$ cat config.mk
export PLATFORM = sky130hd
export DESIGN_NAME = dual_channel_average_packetizer
export DESIGN_NICKNAME = d
export VERILOG_FILES = /design/src/rtl/core/dcap_pkg.sv /design/src/rtl/core/dual_channel_average_packetizer.sv /design/src/rtl/core/dcap_accum.sv /design/src/rtl/core/dcap_serial.sv
export SDC_FILE = /design/constraint.sdc
export NUM_CORES = 1
export LEC_CHECK = 0
export BUFFER_PORTS_ARGS = -buffer_cell sky130_fd_sc_hd__buf_2
export CORE_UTILIZATION = 55
export DETAILED_ROUTE_END_ITERATION = 6
export PLACE_DENSITY_LB_ADDON = 0.3
export SETUP_SLACK_MARGIN = 0.2
export SYNTH_ARGS = -nofsm -noshare
export SYNTH_HDL_FRONTEND = slang
export SYNTH_SLANG_ARGS = --single-unit
$ cat constraint.sdc
create_clock -name i_clk -period 21.8 [get_ports i_clk]
set_input_delay 4.36 -clock i_clk [delete_from_list [all_inputs] [get_ports i_clk]]
set_output_delay 4.36 -clock i_clk [all_outputs]
set_load 0.05 [all_outputs]
$ cat src/rtl/core/dcap_pkg.sv
// Shared types and constants for the dual-channel average packetizer.
// Depends on nothing; used by every module of the block.
`timescale 1ns / 1ps

package dcap_pkg;

    // Field widths fixed by the interface.
    localparam int SAMPLE_W  = 12;
    localparam int SUM_W     = 24;
    localparam int WORD_W    = 32;
    localparam int SLOT_W    = 4;
    localparam int POS_W     = 2;

    // Header register value after reset.
    localparam logic [WORD_W-1:0] HEADER_RESET = 32'h0000_AA55;

    // Position codes of the four words of a packet.
    localparam logic [POS_W-1:0] POS_HEADER  = 2'd0;
    localparam logic [POS_W-1:0] POS_COUNTER = 2'd1;
    localparam logic [POS_W-1:0] POS_MASTER  = 2'd2;
    localparam logic [POS_W-1:0] POS_SLAVE   = 2'd3;

    // A finished window, waiting to be framed: raw sums plus framing data.
    typedef struct packed {
        logic [WORD_W-1:0] header;
        logic [WORD_W-1:0] counter;
        logic [SUM_W-1:0]  master_sum;
        logic [SUM_W-1:0]  slave_sum;
        logic [SLOT_W-1:0] slot;
        logic              half;
        logic              done;
    } t_window;

    // Hand-off from the accumulator to the serializer.
    typedef struct packed {
        logic    valid;
        t_window win;
    } t_pending;

endpackage

$ cat src/rtl/core/dual_channel_average_packetizer.sv
// Top level of the dual-channel average packetizer.
// Depends on dcap_pkg, dcap_accum and dcap_serial.
`timescale 1ns / 1ps

// Usage:
// The input channel (i_valid / o_ready) carries one master and one slave
// 12-bit sample per transaction. Every HALF_WINDOW transactions the block
// frames one packet of four 32-bit words on the output channel
// (o_valid / i_ready): header, packet counter, master average, slave
// average, each tagged with its position, slot, buffer half and last flag.
// The user must write the header register through i_cfg_wr_en /
// i_cfg_wr_data only while the block is idle; the block does not enforce it.
// A closed window passes through the pending register into the serializer,
// which offers the header word first and the rest one per ready cycle.
// Throughput: one sample pair per cycle when HALF_WINDOW is four or more
// and the receiver does not stall; shorter windows are limited by the word
// serializer, which sends the four words of each packet one by one.
// A stalled receiver holds the current word. Sampling continues while the
// serializer holds one packet and the pending register the next; the
// transaction that closes a further window then waits with o_ready low.
// Reset clears the sums, the counters, the slot and buffer half, and loads
// the header register with 0x0000AA55.
module dual_channel_average_packetizer #(
    parameter int HALF_WINDOW        = 32,
    parameter int PACKETS_PER_BUFFER = 16
) (
    input  logic                          i_clk,
    input  logic                          i_rst_n,
    input  logic                          i_cfg_wr_en,
    input  logic [dcap_pkg::WORD_W-1:0]   i_cfg_wr_data,
    input  logic                          i_valid,
    output logic                          o_ready,
    input  logic [dcap_pkg::SAMPLE_W-1:0] i_master_sample,
    input  logic [dcap_pkg::SAMPLE_W-1:0] i_slave_sample,
    output logic                          o_valid,
    input  logic                          i_ready,
    output logic [dcap_pkg::WORD_W-1:0]   o_packet_word,
    output logic [dcap_pkg::POS_W-1:0]    o_word_position,
    output logic [dcap_pkg::SLOT_W-1:0]   o_packet_slot,
    output logic                          o_buffer_half,
    output logic                          o_buffer_complete,
    output logic                          o_last
);

    logic [dcap_pkg::WORD_W-1:0] r_header;
    dcap_pkg::t_pending          pending;
    logic                        take;

    // Header configuration register.
    always_ff @(posedge i_clk) begin
        if (!i_rst_n) begin
            r_header <= dcap_pkg::HEADER_RESET;
        end else if (i_cfg_wr_en) begin
            r_header <= i_cfg_wr_data;
        end
    end

    // Sample sums and window framing.
    dcap_accum #(
        .HALF_WINDOW        (HALF_WINDOW),
        .PACKETS_PER_BUFFER (PACKETS_PER_BUFFER)
    ) u_accum (
        .i_clk           (i_clk),
        .i_rst_n         (i_rst_n),
        .i_valid         (i_valid),
        .o_ready         (o_ready),
        .i_master_sample (i_master_sample),
        .i_slave_sample  (i_slave_sample),
        .i_header        (r_header),
        .i_take          (take),
        .o_pending       (pending)
    );

    // Averages and word output.
    dcap_serial #(
        .HALF_WINDOW (HALF_WINDOW)
    ) u_serial (
        .i_clk             (i_clk),
        .i_rst_n           (i_rst_n),
        .i_pending         (pending),
        .o_take            (take),
        .o_valid           (o_valid),
        .i_ready           (i_ready),
        .o_packet_word     (o_packet_word),
        .o_word_position   (o_word_position),
        .o_packet_slot     (o_packet_slot),
        .o_buffer_half     (o_buffer_half),
        .o_buffer_complete (o_buffer_complete),
        .o_last            (o_last)
    );

endmodule

$ cat src/rtl/core/dcap_accum.sv
// Sample accumulator: running sums, window count and packet framing state.
// Depends on dcap_pkg; feeds one pending window to dcap_serial.
`timescale 1ns / 1ps

module dcap_accum #(
    parameter int HALF_WINDOW        = 32,
    parameter int PACKETS_PER_BUFFER = 16
) (
    input  logic                           i_clk,
    input  logic                           i_rst_n,
    input  logic                           i_valid,
    output logic                           o_ready,
    input  logic [dcap_pkg::SAMPLE_W-1:0]  i_master_sample,
    input  logic [dcap_pkg::SAMPLE_W-1:0]  i_slave_sample,
    input  logic [dcap_pkg::WORD_W-1:0]    i_header,
    input  logic                           i_take,
    output dcap_pkg::t_pending             o_pending
);

    localparam int CNT_W = (HALF_WINDOW > 1) ? $clog2(HALF_WINDOW) : 1;
    localparam logic [CNT_W-1:0] CNT_LAST = CNT_W'(HALF_WINDOW - 1);
    localparam logic [dcap_pkg::SLOT_W-1:0] SLOT_LAST =
        dcap_pkg::SLOT_W'(PACKETS_PER_BUFFER - 1);

    logic [dcap_pkg::SUM_W-1:0]  r_master_sum, n_master_sum;
    logic [dcap_pkg::SUM_W-1:0]  r_slave_sum,  n_slave_sum;
    logic [CNT_W-1:0]            r_count,      n_count;
    logic [dcap_pkg::WORD_W-1:0] r_counter,    n_counter;
    logic [dcap_pkg::SLOT_W-1:0] r_slot,       n_slot;
    logic                        r_half,       n_half;
    logic                        r_pend_valid, n_pend_valid;
    dcap_pkg::t_window           r_win,        n_win;

    logic                        window_end;
    logic                        accept;
    logic                        capture;
    logic                        slot_wrap;
    logic [dcap_pkg::SUM_W-1:0]  master_add;
    logic [dcap_pkg::SUM_W-1:0]  slave_add;

    // The closing sample of a window needs the pending register free.
    assign window_end = (r_count == CNT_LAST);
    assign o_ready    = !(r_pend_valid && window_end);
    assign accept     = i_valid && o_ready;
    assign capture    = accept && window_end;
    assign slot_wrap  = (r_slot == SLOT_LAST);

    // Running sums including the sample of this transaction.
    assign master_add = r_master_sum + dcap_pkg::SUM_W'(i_master_sample);
    assign slave_add  = r_slave_sum  + dcap_pkg::SUM_W'(i_slave_sample);

    // Next state of the accumulator and the framing counters.
    always_comb begin
        n_master_sum = r_master_sum;
        n_slave_sum  = r_slave_sum;
        n_count      = r_count;
        n_counter    = r_counter;
        n_slot       = r_slot;
        n_half       = r_half;
        n_win        = r_win;
        n_pend_valid = r_pend_valid;
        if (i_take) begin
            n_pend_valid = 1'b0;
        end
        if (capture) begin
            n_master_sum     = '0;
            n_slave_sum      = '0;
            n_count          = '0;
            n_counter        = r_counter + 1'b1;
            n_win.header     = i_header;
            n_win.counter    = r_counter;
            n_win.master_sum = master_add;
            n_win.slave_sum  = slave_add;
            n_win.slot       = r_slot;
            n_win.half       = r_half;
            n_win.done       = slot_wrap;
            n_pend_valid     = 1'b1;
            if (slot_wrap) begin
                n_slot = '0;
                n_half = !r_half;
            end else begin
                n_slot = r_slot + 1'b1;
            end
        end else if (accept) begin
            n_master_sum = master_add;
            n_slave_sum  = slave_add;
            n_count      = r_count + 1'b1;
        end
    end

    // Control state under reset.
    always_ff @(posedge i_clk) begin
        if (!i_rst_n) begin
            r_master_sum <= '0;
            r_slave_sum  <= '0;
            r_count      <= '0;
            r_counter    <= '0;
            r_slot       <= '0;
            r_half       <= 1'b0;
            r_pend_valid <= 1'b0;
        end else begin
            r_master_sum <= n_master_sum;
            r_slave_sum  <= n_slave_sum;
            r_count      <= n_count;
            r_counter    <= n_counter;
            r_slot       <= n_slot;
            r_half       <= n_half;
            r_pend_valid <= n_pend_valid;
        end
    end

    // Pending window payload.
    always_ff @(posedge i_clk) begin
        r_win <= n_win;
    end

    assign o_pending.valid = r_pend_valid;
    assign o_pending.win   = r_win;

endmodule

$ cat src/rtl/core/dcap_serial.sv
// Packet serializer: divides the window sums and sends four words per packet.
// Depends on dcap_pkg; takes windows from dcap_accum.
`timescale 1ns / 1ps

module dcap_serial #(
    parameter int HALF_WINDOW = 32
) (
    input  logic                          i_clk,
    input  logic                          i_rst_n,
    input  dcap_pkg::t_pending            i_pending,
    output logic                          o_take,
    output logic                          o_valid,
    input  logic                          i_ready,
    output logic [dcap_pkg::WORD_W-1:0]   o_packet_word,
    output logic [dcap_pkg::POS_W-1:0]    o_word_position,
    output logic [dcap_pkg::SLOT_W-1:0]   o_packet_slot,
    output logic                          o_buffer_half,
    output logic                          o_buffer_complete,
    output logic                          o_last
);

    // Floor division by a constant: multiply by a rounded-up reciprocal.
    // With l = ceil(log2(d)) and shift N + l the quotient is exact for
    // every N-bit dividend, and the reciprocal fits in N + 1 bits.
    localparam int SHIFT   = dcap_pkg::SUM_W + $clog2(HALF_WINDOW);
    localparam int RECIP_W = dcap_pkg::SUM_W + 1;
    localparam int PROD_W  = dcap_pkg::SUM_W + RECIP_W;
    localparam logic [63:0] RECIP_FULL =
        ((64'd1 << SHIFT) + 64'(HALF_WINDOW) - 64'd1) / 64'(HALF_WINDOW);
    localparam logic [RECIP_W-1:0] RECIP = RECIP_W'(RECIP_FULL);

    logic                         r_busy, n_busy;
    logic [dcap_pkg::POS_W-1:0]   r_pos,  n_pos;
    logic [dcap_pkg::WORD_W-1:0]  r_header,  n_header;
    logic [dcap_pkg::WORD_W-1:0]  r_counter, n_counter;
    logic [dcap_pkg::SUM_W-1:0]   r_master_avg, n_master_avg;
    logic [dcap_pkg::SUM_W-1:0]   r_slave_avg,  n_slave_avg;
    logic [dcap_pkg::SLOT_W-1:0]  r_slot, n_slot;
    logic                         r_half, n_half;
    logic                         r_done, n_done;

    logic [PROD_W-1:0]            master_prod;
    logic [PROD_W-1:0]            slave_prod;
    logic                         out_fire;
    logic                         pos_last;

    assign pos_last = (r_pos == dcap_pkg::POS_SLAVE);
    assign out_fire = r_busy && i_ready;

    // A new window loads when idle or as the final word leaves.
    assign o_take = i_pending.valid && (!r_busy || (out_fire && pos_last));

    assign master_prod = PROD_W'(i_pending.win.master_sum) * PROD_W'(RECIP);
    assign slave_prod  = PROD_W'(i_pending.win.slave_sum)  * PROD_W'(RECIP);

    // Word sequencing and packet load.
    always_comb begin
        n_busy       = r_busy;
        n_pos        = r_pos;
        n_header     = r_header;
        n_counter    = r_counter;
        n_master_avg = r_master_avg;
        n_slave_avg  = r_slave_avg;
        n_slot       = r_slot;
        n_half       = r_half;
        n_done       = r_done;
        if (out_fire) begin
            if (pos_last) begin
                n_busy = 1'b0;
            end else begin
                n_pos = r_pos + 1'b1;
            end
        end
        if (o_take) begin
            n_busy       = 1'b1;
            n_pos        = dcap_pkg::POS_HEADER;
            n_header     = i_pending.win.header;
            n_counter    = i_pending.win.counter;
            n_master_avg = dcap_pkg::SUM_W'(master_prod >> SHIFT);
            n_slave_avg  = dcap_pkg::SUM_W'(slave_prod  >> SHIFT);
            n_slot       = i_pending.win.slot;
            n_half       = i_pending.win.half;
            n_done       = i_pending.win.done;
        end
    end

    // Control state under reset.
    always_ff @(posedge i_clk) begin
        if (!i_rst_n) begin
            r_busy <= 1'b0;
            r_pos  <= dcap_pkg::POS_HEADER;
        end else begin
            r_busy <= n_busy;
            r_pos  <= n_pos;
        end
    end

    // Packet payload.
    always_ff @(posedge i_clk) begin
        r_header     <= n_header;
        r_counter    <= n_counter;
        r_master_avg <= n_master_avg;
        r_slave_avg  <= n_slave_avg;
        r_slot       <= n_slot;
        r_half       <= n_half;
        r_done       <= n_done;
    end

    // Select the word for the current position.
    always_comb begin
        case (r_pos)
            dcap_pkg::POS_HEADER:  o_packet_word = r_header;
            dcap_pkg::POS_COUNTER: o_packet_word = r_counter;
            dcap_pkg::POS_MASTER:  o_packet_word = dcap_pkg::WORD_W'(r_master_avg);
            dcap_pkg::POS_SLAVE:   o_packet_word = dcap_pkg::WORD_W'(r_slave_avg);
            default:               o_packet_word = r_header;
        endcase
    end

    assign o_valid           = r_busy;
    assign o_word_position   = r_pos;
    assign o_packet_slot     = r_slot;
    assign o_buffer_half     = r_half;
    assign o_last            = pos_last;
    assign o_buffer_complete = pos_last && r_done;

endmodule

==> Yosys cells after proc, flatten, opt, wreduce, memory -nomap -nowiden <==
Cells that the tools add are included.
{ "totals": {"reg_bits": 352, "latch_bits": 0, "ramBits": 0, "rom_bits": 0, "inputBits": 61, "out_inout_bits": 43, "elab_cells": 64, "memories": 0} }
{ "classes": {"add_sub_neg": 6, "multipliers": 0, "div": 0, "magnitude_cmp": 0, "n_eq_ne": 5, "n_shift": 0, "n_mux": 7, "n_bitwise": 2, "n_reduce_logical": 20} }
{ "op_table": {"columns": ["operator", "count"], "rows": [
  ["32-bit one-hot mux with 4 select lines", 1],
  ["24-bit by 12-bit adder with 24-bit output", 2],
  ["32-bit by 1-bit adder with 32-bit output, second input constant", 1],
  ["1-bit logical AND", 7],
  ["2-bit AND reduction", 3],
  ["2-bit nonzero test", 3],
  ["5-bit by 1-bit adder with 5-bit output, second input constant", 1],
  ["5-bit == test, second input constant", 1],
  ["1-bit two-way mux", 5],
  ["4-bit by 1-bit adder with 4-bit output, second input constant", 1],
  ["2-bit == test, second input constant", 2],
  ["4-bit == test, second input constant", 1],
  ["4-bit two-way mux", 1],
  ["2-bit OR reduction", 2],
  ["1-bit zero test", 3],
  ["2-bit by 1-bit adder with 2-bit output, second input constant", 1],
  ["2-bit by 1-bit == test with 1-bit output, second input constant", 1],
  ["2-bit zero test", 1],
  ["1-bit inverter", 2],
  ["1-bit logical OR", 1]
]} }

==> Depth between registers and ports, before layout <==
{ "logic_depth": {"word_depth": 6, "ltp_mapped": 11, "mapped_depth_nobuf": 10} }

==> Modules after synthesis <==
Synthesis repeated with hierarchy kept, for this count alone.
{ "unflattened": {"hier_cells": 1088, "hier_area_um2": 14358.8} }
{ "by_module_without_submodules": {"columns": ["mod", "instances", "cells_each", "area_each_um2", "seq_area_each_um2"], "rows": [
  ["dcap_accum", 1, 773, 9032.4, 5365.1],
  ["dcap_serial", 1, 212, 4102.7, 3303.2],
  ["dual_channel_average_packetizer", 1, 103, 1223.7, 640.6]
]} }

==> Least setup slack after synthesis <==
No wires, ideal clock.
{ "synth_timing": {"path_kind": "input -> register", "startpoint": "input i_ready", "endpoint": "register u_serial.r_pos, in the netlist u_serial.o_word_position[0]", "setup_ns": 0.120, "arrival_time_ns": 9.765, "t_required_ns": 21.680, "path_slack_ns": 11.914, "path_stages": 4, "n_path_buf": 0, "path_cell_list": "a21boi_0 -> nor2b_1 -> nand2b_1 -> nor2_1"} }
{ "synth_between": {"elab_chain_len": 5, "elab_cells_between_ends": 6, "classes_between": "reduce/logical: 6"} }
{ "synth_lines": {"columns": ["item", "line", "source"], "rows": [
  ["from (decl)", "dual_channel_average_packetizer.sv:36", "input logic i_ready,"],
  ["1-bit logical AND", "dcap_serial.sv:48", "assign out_fire = r_busy && i_ready;"],
  ["1-bit logical AND", "dcap_serial.sv:51", "assign o_take = i_pending.valid && (!r_busy || (out_fire && pos_last));"],
  ["1-bit logical OR", "dcap_serial.sv:51", null],
  ["1-bit logical AND", "dcap_serial.sv:51", null],
  ["via take", "dual_channel_average_packetizer.sv:47", "logic take;"],
  ["2-bit OR reduction (no line)", null, null],
  ["to (signal assigned)", "dcap_serial.sv:91", "r_pos <= dcap_pkg::POS_HEADER;"],
  ["to (signal assigned)", "dcap_serial.sv:94", "r_pos <= n_pos;"],
  ["to (decl)", "dcap_serial.sv:33", "logic [dcap_pkg::POS_W-1:0] r_pos, n_pos;"]
]} }
The timed path passes the listed nets, and every way through them passes these cells.
A chain may end at the register's enable or synchronous reset.

==> Worst setup path after layout <==
{ "layout_timing": {"startpoint": "register u_serial.r_pos, in the netlist u_serial.o_word_position[1]", "endpoint": "output o_packet_word[22] (netlist bit)"} }
{ "layout_between": {"elab_chain_len": 2, "elab_cells_between_ends": 5, "classes_between": "eq/ne: 3; mux: 1; reduce/logical: 1"} }
{ "layout_lines": {"columns": ["item", "line", "source"], "rows": [
  ["2-bit == test (tied with other cells)", "dcap_serial.sv:111", "case (r_pos)"],
  ["32-bit one-hot mux with 4 select lines *", "dcap_serial.sv:111", null],
  ["to (decl)", "dual_channel_average_packetizer.sv:37", "output logic [dcap_pkg::WORD_W-1:0] o_packet_word,"]
]} }
Every way passes the cells marked *; elsewhere a longest branch is shown, timed or not.

==> metrics.cfg <==
[critical_path]
reg2reg_slack_ps = 18010
crit_path_max_fanout = 21
required_ps = 17440
arrival_ps = 2980
cp-start-kind = register
end_kind = primary output
critPathKind = register to primary output

[yosys]
synth_cell_types = 76
synth-main-ff-cell = edfxtp_1
syn_nets = 1212
synthArstFlopShare_pct = 0
yosysWarnings = 0
synth-edff-count = 216
synth_area_mm2 = 0.0141
postSynthCellCount = 1117
syn_avg_cell_area_um2 = 12.7
ys_ff_latch = 342
ys_seq_area_share_pct = 63.7

[clock_tree]
clockBufferDepth = 3
clock_latency_ps = 510
clock_sinks = 342
postCtsSetupBuffers = 0
ctsHoldBuffers = 0
cts_tree = built
cts_max_level = 2
cts-root-buf = clkbuf_16
cts-buffers-inserted = 36
cts_resized = 0
clk_pin_slew_worst_paths_ps = 60

[die]
die_h_um = 162
io_pins = 104
core_mm2 = 0.0252
start_util_pct = 56.2
rows = 58
die-area_mm2 = 0.0264
die_w_um = 162

[power_and_ir_drop]
power_density_mw_per_mm2 = 91.5
p_sw_uw = 309
power_frac_seq_pct = 47.1
swShare_pct = 20.8
power.total_uw = 1490
internal_power_uw = 1180
p_comb_share_pct = 6.8
leakage_uw = 0.00639
clock_power_share_pct = 46.1
peakVddDrop_uv = 77.1

[final_layout]
nets = 1301
area_growth_pct = 14.9
drive_gt1_share_pct = 15.6
stdcell_area_mm2 = 0.0163

[drt]
vias = 8751
routed_wl_um = 27500
drc = 0
ant_nets = 0
drt-initial-drc-count = 827
drt_first_pass_iters = 6
vias_per_cell = 5.59
wire_per_inst_um = 17.6

[global_routing]
grt_pass1_vias = 8193
grt_max_degree = 81
grt_use_total_pct = 21.1
grt-ovfl-total = 0
grt_pass1_wl_um = 43400
antenna_found_initial = 0

[sta]
fin_crit_ps = 7340
rsz0062_at_grt = false
slew_viol_final = 0
tightest_slew_ps = 1060
final-setup-viol-count = 0
hold_ws_ps = 409
fin_skew_ps = 15.6
tns_ps = 0
finalHoldViolations = 0
relSlewSlack_pct = 29.5
fmax_mhz = 136
period_share_pct = 33.7

[placement]
placed_area_mm2 = 0.0149
dp_hpwl_um = 17600
gp_congestion = 0.829
port_buffers = 103

[job]
drv_cap = 0

[hold_path]
hold_path_class = register to register

[outcome]
status = finished clean

## critical path, cell delays in order, from the launching register on
cell,delay (ps)
dfxtp_1,350
inv_1,100
ha_1,790
nor2b_1,730
a22o_1,250
buf_2,260
## flip-flops by register name, summed over array words and instances, names as in the netlist, 2 cells and up
register	count
u_serial.r_slave_avg	19
u_accum.r_master_sum	24
u_serial.r_counter	32
u_accum.r_count	5
u_accum.r_slot	4
u_serial.r_header	32
r_header	32
u_serial.o_word_position	2
u_accum.r_slave_sum	24
u_accum.o_pending	108
u_serial.o_packet_slot	4
u_accum.r_counter	32
u_serial.r_master_avg	19
## cell type report
class,count,area (µm²)
clock buffers,47,1030
clock inverters,19,334
inverters,30,115
well taps,330,413
diodes,1,2.50
fillers,1833,8920
repair buffers,109,561
multi-input cells,687,4790
flip-flops and latches,342,9010
## worst paths after layout
path | to | depth (start not counted) | startpoint
worst max-delay path | o_packet_word[22] | 5 | u_serial.o_word_position[1]
worst min-delay path | u_serial.r_counter[17] | 0 | u_accum.o_pending[71]
worst max register to register | u_serial.r_counter[2] | 4 | u_serial.o_word_position[1]
worst min register to register | u_serial.r_counter[17] | 0 | u_accum.o_pending[71]
## per-layer routing
layer,global-route usage [%],vias up,wire length (µm),share of wire [%]
met5,0,-,0,0
met4,6.73,0,632,2.3
met3,3.41,47,1560,5.7
met2,32.2,256,12500,45
met1,30.9,4176,12800,47
li1,-,4272,-,-
## cell usage after synthesis, types with 23 or more instances
cell / instances / share of area (%)
mux2i_1: 68 / 4.8
nand2_1: 117 / 3.1
a21oi_1: 41 / 1.5
nand3_1: 34 / 1.2
edfxtp_1: 216 / 46
and2_1: 32 / 1.4
dfxtp_1: 126 / 18
clkbuf_1: 37 / 0.98
nor2b_1: 31 / 1.4
nor2_1: 39 / 1.0
xnor2_1: 50 / 3.1
ha_1: 32 / 2.8
xor2_1: 23 / 1.4
inv_1: 30 / 0.80
## cell usage in the layout, fill, tap and decap left out, types with 21 or more instances in the layout
cell / synthesis / routed
a21oi_1: 41 / 41
and2_1: 32 / 32
and3_1: 21 / 21
buf_2: 7 / 103
clkbuf_16: 0 / 38
dfxtp_1: 126 / 126
edfxtp_1: 216 / 216
ha_1: 32 / 31
inv_1: 30 / 29
mux2i_1: 68 / 68
nand2_1: 117 / 117
nand3_1: 34 / 34
nor2_1: 39 / 39
nor2b_1: 31 / 30
xnor2_1: 50 / 50
xor2_1: 23 / 23
## power by group through the flow
| stage | Combinational (µW) | Sequential, µW | Clock (µW) |
|---|---|---|---|
| detailed placement | 99.6 | 715 | 0 |
| global route | 112 | 702 | 723 |
| global placement | 97.7 | 714 | 0 |
| finish | 101 | 701 | 686 |
| floorplan | 78.1 | 713 | 0 |
| CTS | 100 | 701 | 698 |
## stage by stage
stage / std cells / setup slack (ps) / util [%]
after floorplan: 1117 / 11910 / -
after global placement: 1498 / 15040 / 59.1
after detailed placement: 1498 / 14990 / 59.1
after CTS: 1564 / 14440 / 64.6
after global routing: 1564 / 14230 / 64.6
final: 1565 / 14460 / 64.6
## logic make-up after synthesis
| kind of cell | after synthesis | synth area share [%] |
|---|---|---|
| muxes | 68 | 4.81 |
| buffers and inverters | 88 | 2.56 |
| and+or+nand+nor | 349 | 12.7 |
| AOI/OAI and AO/OA | 163 | 8.60 |
| DFF | 342 | 63.7 |
| adders and majority gates | 34 | 3.11 |
| xor gates and xnor gates | 73 | 4.52 |
No activity file was read; power rests on OpenSTA's default activity.
